[src/sv/imh_pkg.sv]
// ============================================================================
// imh_pkg
// Shared types and constants of the indexed min-heap: field widths, opcodes,
// status codes and the control bundle that drives the row of level cells.
// ============================================================================
package imh_pkg;

  localparam int OPCODE_BITS = 3;
  localparam int HANDLE_BITS = 11;
  localparam int VALUE_W     = 32;
  localparam int COUNT_BITS  = 11;
  localparam int STATUS_BITS = 3;

  // level number and in-level row/offset as carried to the cells
  localparam int LVL_BITS = 5;
  localparam int ROW_BITS = 16;

  typedef enum logic [OPCODE_BITS-1:0] {
    OP_INSERT     = 3'd0,
    OP_PEEK       = 3'd1,
    OP_DEL_MIN    = 3'd2,
    OP_DEL_HANDLE = 3'd3,
    OP_CHANGE     = 3'd4
  } opcode_t;

  typedef enum logic [STATUS_BITS-1:0] {
    ST_OK        = 3'd0,
    ST_EMPTY     = 3'd1,
    ST_FULL      = 3'd2,
    ST_DEAD      = 3'd3,
    ST_EXHAUSTED = 3'd4
  } status_t;

  // one read and one write request per cycle, each aimed at one level
  typedef struct packed {
    logic                rd_en;
    logic [LVL_BITS-1:0] rd_lvl;
    logic [ROW_BITS-1:0] rd_row;
    logic                wr_en;
    logic [LVL_BITS-1:0] wr_lvl;
    logic [ROW_BITS-1:0] wr_off;
  } cell_ctl_t;

endpackage

[src/sv/imh_ram.sv]
// ============================================================================
// imh_ram
// Generic simple dual-port RAM: one write port, one read port, registered
// read data.
// ============================================================================
module imh_ram #(
  parameter int WIDTH = 8,
  parameter int DEPTH = 2
) (
  input  logic                     clk,
  input  logic                     we,
  input  logic [$clog2(DEPTH)-1:0] waddr,
  input  logic [WIDTH-1:0]         wdata,
  input  logic [$clog2(DEPTH)-1:0] raddr,
  output logic [WIDTH-1:0]         rdata
);

  logic [WIDTH-1:0] mem [DEPTH];

  always_ff @(posedge clk) begin
    if (we) begin
      mem[waddr] <= wdata;
    end
    rdata <= mem[raddr];
  end

endmodule

[src/sv/imh_level_cell.sv]
// ============================================================================
// imh_level_cell
// One level of the heap tree. Slots are kept as sibling pairs (even/odd
// offset) so a parent's two children come back in one read. Read data is
// passed along the chain of cells; the cell that was addressed inserts its
// own pair.
// ============================================================================
module imh_level_cell import imh_pkg::*; #(
  parameter int LVL = 0,
  parameter int VW  = 32,
  parameter int HW  = 11
) (
  input  logic                    clk,
  input  logic                    rst_n,
  input  cell_ctl_t               ctl,
  input  logic [VW-1:0]           wr_key,
  input  logic [HW-1:0]           wr_hdl,
  input  logic [2*(VW+HW)-1:0]    up_pair,
  output logic [2*(VW+HW)-1:0]    dn_pair
);

  localparam int ROWS = (LVL >= 2) ? (1 << (LVL - 1)) : 2;
  localparam int RAW  = $clog2(ROWS);
  localparam int EW   = VW + HW;

  logic          rd_hit;
  logic          wr_hit;
  logic          rd_hit_r;
  logic [EW-1:0] even_q;
  logic [EW-1:0] odd_q;

  assign rd_hit = ctl.rd_en && (ctl.rd_lvl == LVL_BITS'(LVL));
  assign wr_hit = ctl.wr_en && (ctl.wr_lvl == LVL_BITS'(LVL));

  imh_ram #(.WIDTH(EW), .DEPTH(ROWS)) u_even (
    .clk   (clk),
    .we    (wr_hit && !ctl.wr_off[0]),
    .waddr (ctl.wr_off[RAW:1]),
    .wdata ({wr_key, wr_hdl}),
    .raddr (ctl.rd_row[RAW-1:0]),
    .rdata (even_q)
  );

  imh_ram #(.WIDTH(EW), .DEPTH(ROWS)) u_odd (
    .clk   (clk),
    .we    (wr_hit && ctl.wr_off[0]),
    .waddr (ctl.wr_off[RAW:1]),
    .wdata ({wr_key, wr_hdl}),
    .raddr (ctl.rd_row[RAW-1:0]),
    .rdata (odd_q)
  );

  always_ff @(posedge clk) begin
    if (!rst_n) begin
      rd_hit_r <= 1'b0;
    end else begin
      rd_hit_r <= rd_hit;
    end
  end

  assign dn_pair = rd_hit_r ? {even_q, odd_q} : up_pair;

endmodule

[config.mk]
export PLATFORM = sky130hd
export DESIGN_NAME = imh_level_cell
export DESIGN_NICKNAME = d
export VERILOG_FILES = /design/src/sv/imh_pkg.sv /design/src/sv/imh_ram.sv /design/src/sv/imh_level_cell.sv
export SDC_FILE = /design/constraint.sdc
export NUM_CORES = 1
export LEC_CHECK = 0
export BUFFER_PORTS_ARGS = -buffer_cell sky130_fd_sc_hd__buf_2
export CAP_MARGIN = 15
export CORE_MARGIN = 4
export CORE_UTILIZATION = 46
export DETAILED_ROUTE_END_ITERATION = 8
export PLACE_DENSITY = 0.74
export SLEW_MARGIN = 20
export SYNTH_ARGS = -nofsm -noshare
export SYNTH_HDL_FRONTEND = slang
export SYNTH_SLANG_ARGS = --single-unit
[constraint.sdc]
create_clock -name clk -period 5.7 [get_ports clk]
set_input_delay 0.285 -clock clk [delete_from_list [all_inputs] [get_ports clk]]
set_output_delay 0.285 -clock clk [all_outputs]
set_load 0.05 [all_outputs]
==> run_results.csv <==
group,metric,value,unit
status,outcome,"finished clean",
worst_setup_path,cp.required,5.41,ns
clocking,cts_buffers,25,
routing,drc,0,
synthesis,synth_seq_cells,259,
synthesis,ys_seq_area_share,76.17,%
layout,drive_above_1_share,58.86,%
worst_setup_path,reg2reg_from,"u_even.mem[0][26]",
grt,grt_pass1_wl,26740,um
worst_setup_path,cp-start-kind,"flop",
floorplan,rows,51,
worst_setup_path,reg2reg_to,"u_even.rdata[26]",
synthesis,synth_commonest_cells,"edfxtp_1 (172), mux2_2 (172), dfxtp_1 (87)",
floorplan,die_area,22020,sq um
layout,fin_nets,929,
sta,skew,0.009752,ns
synthesis,synth_flop_cell,"edfxtp_1",
sta,final.period_utilization,42.62,%
clocking,htreeDepth,1,
routing,drt_iter0_markers,134,
clocking,numClockSinks,259,
min_path,min_path_cells,2,
clocking,clockBufferDepth,3,
sta,whs,0.3985,ns
clocking,clkTransAtPathRegs,0.06,ns
worst_setup_path,path_class,"flop to primary output",
worst_setup_path,rr_worst_depth,1,
grt,grt_antenna_before_repair,0,
placement,hpwl,10940,um
routing,viasPerCell,4.728,
synthesis,async_reset_ff_share,0,%
min_path,hp-class,"input pin to flop",
grt,grt_overflow,0,
layout,diodes,0,
clocking,cts_setup_buffers,0,
clocking,ctsResizeCount,0,
synthesis,synth.distinct_cells,13,
routing,wl_per_cell,16.69,um
sta,max_freq,411.6,MHz
worst_setup_path,arrival,2.14,ns
worst_setup_path,r2r_setup_slack,4.93,ns
grt,grt_max_degree,87,
pwr,peakVddDrop,0.2195,mV
sta,setup_tns,0,ns
floorplan,dieWidth,148.4,um
layout,final_util,60.74,%
synthesis,yosys_warnings,0,
floorplan,initial_utilization,46.74,%
synthesis,synth_edf_count,172,
grt,grt_pass1_vias,5348,
floorplan,dieHeight,148.4,um
synthesis,synthCells,462,
sta,min_period,2.430,ns
clocking,clk_latency,0.51,ns
routing,vias,4908,
clocking,cts_tree,"yes",
sta,tightest_slew,0.8579,ns
clocking,hold_buffers,44,
sta,slew_headroom,42.81,%
layout,area_delta_synth_final,29.94,%
synthesis,synth_nets,637,
synthesis,syn_area,9067,sq um
min_path,min_from,"ctl[22]",
placement,routabilityCongestion,0.6976,
routing,drt.antenna.violating_nets,0,
worst_setup_path,endpoint_kind,"primary output",
placement,io_buffers,231,
pwr,power-per-cell-area,333.7,nW/um^2
synthesis,ys_top_cells_by_area,"edfxtp_1 (57%), mux2_2 (21%), dfxtp_1 (19%)",
sta,finalSetupViolCount,0,
min_path,holdPathEnd,"u_odd.rdata[23]",
pwr,cellLeakagePower,4.505,nW
synthesis,yosysTopAreaCell,"edfxtp_1",
sta,drv_slew,0,
job,max_cap_viol_count,0,
floorplan,core_area,19400,sq um
synthesis,synth_top_cell_area_share,56.96,%
grt,grt_use_total,15.09,%
sta,rsz0062_at_grt,"no",
synthesis,avgSynthCellArea,19.63,sq um
floorplan,boundaryPins,261,
clocking,cts-root-buf,"clkbuf_16",
routing,firstDrtPassIters,4,
routing,routed_wl,17330,um
worst_setup_path,crit_fanout,50,
sta,finalHoldViolCount,0,
==> critical path, cell delays in order (launching register included) <==
cell	delay [ns]
dfxtp_4	0.68
buf_16	0.31
mux2_2	0.38
buf_2	0.22
==> registers in the layout (all words and copies together), names as in the netlist <==
register and count:
u_even.rdata 43, u_odd.mem 86, rd_hit_r 1, u_even.mem 86
u_odd.rdata 43
==> cell type report <==
class,instances,area [sq um]
Inverter,1,3.754
Tap cell,265,331.6
Clock buffer,32,681.9
Multi-Input combinational cell,182,2033
Timing Repair Buffer,285,1700
Sequential cell,259,6910
Fill cell,1467,7616
Clock inverter,14,121.4
==> logic make-up after synthesis <==
family        share of synthesized area, %
simple gates                        0.7728
buf+inv                              1.697
flops                                76.17
mux                                  21.36
==> power breakdown <==
part / switching, W / total (W) / internal [W]
sequential: 0.00000732 / 0.00203 / 0.00202
clock: 0.000652 / 0.00159 / 0.000935
combinational: 0.000190 / 0.000315 / 0.000125
total: 0.000850 / 0.00393 / 0.00308
==> per-stage QoR <==
| step | power, W | area, sq um | setup slack [ns] | std cells |
|---|---|---|---|---|
| after CTS | 0.003975 | 11740 | 3.028 | 1036 |
| final | 0.003932 | 11780 | 3.270 | 1038 |
| after floorplan | 0.002265 | 9067 | 0.1531 | 462 |
| after detailed placement | 0.002361 | 10500 | 3.606 | 946 |
| after global placement | 0.002353 | 10500 | 3.678 | 946 |
| after global routing | 0.004077 | 11780 | 3.171 | 1038 |
==> per-layer routing <==
layer | part of all wire (%) | vias to the layer above | global-route usage [%]
met4 | 2.0 | 0 | 4.342
met2 | 52 | 161 | 27.06
li1 | - | 2335 | -
met3 | 6.0 | 31 | 3.077
met5 | 0 | - | 0
met1 | 40 | 2381 | 18.55
==> worst max-delay path by stage <==
stage	slack [ns]	to	cells after the start	from
after CTS	3.03	dn_pair[71]	2	rd_hit_r
after detailed placement	3.61	dn_pair[71]	2	rd_hit_r
after floorplan	0.15	u_even.mem[0][0]	2	ctl[17]
final	3.27	dn_pair[71]	3	rd_hit_r
after global routing	3.17	dn_pair[27]	3	rd_hit_r
after global placement	3.68	u_odd.mem[0][23]	4	ctl[17]
==> placed cells by master (no fill, tap or decap), types with 2 or more instances in the layout <==
cell type        n
clkbuf_1         4
edfxtp_1       172
clkinv_1         5
buf_2          230
clkinv_2         5
dlygate4sd3_1   45
clkbuf_16       25
nor4_2           2
nand2_1          2
dfxtp_1         86
clkbuf_8         3
bufinv_16        2
mux2_2         172
buf_4            8
Note: power is estimated with default switching activity, not from simulation.
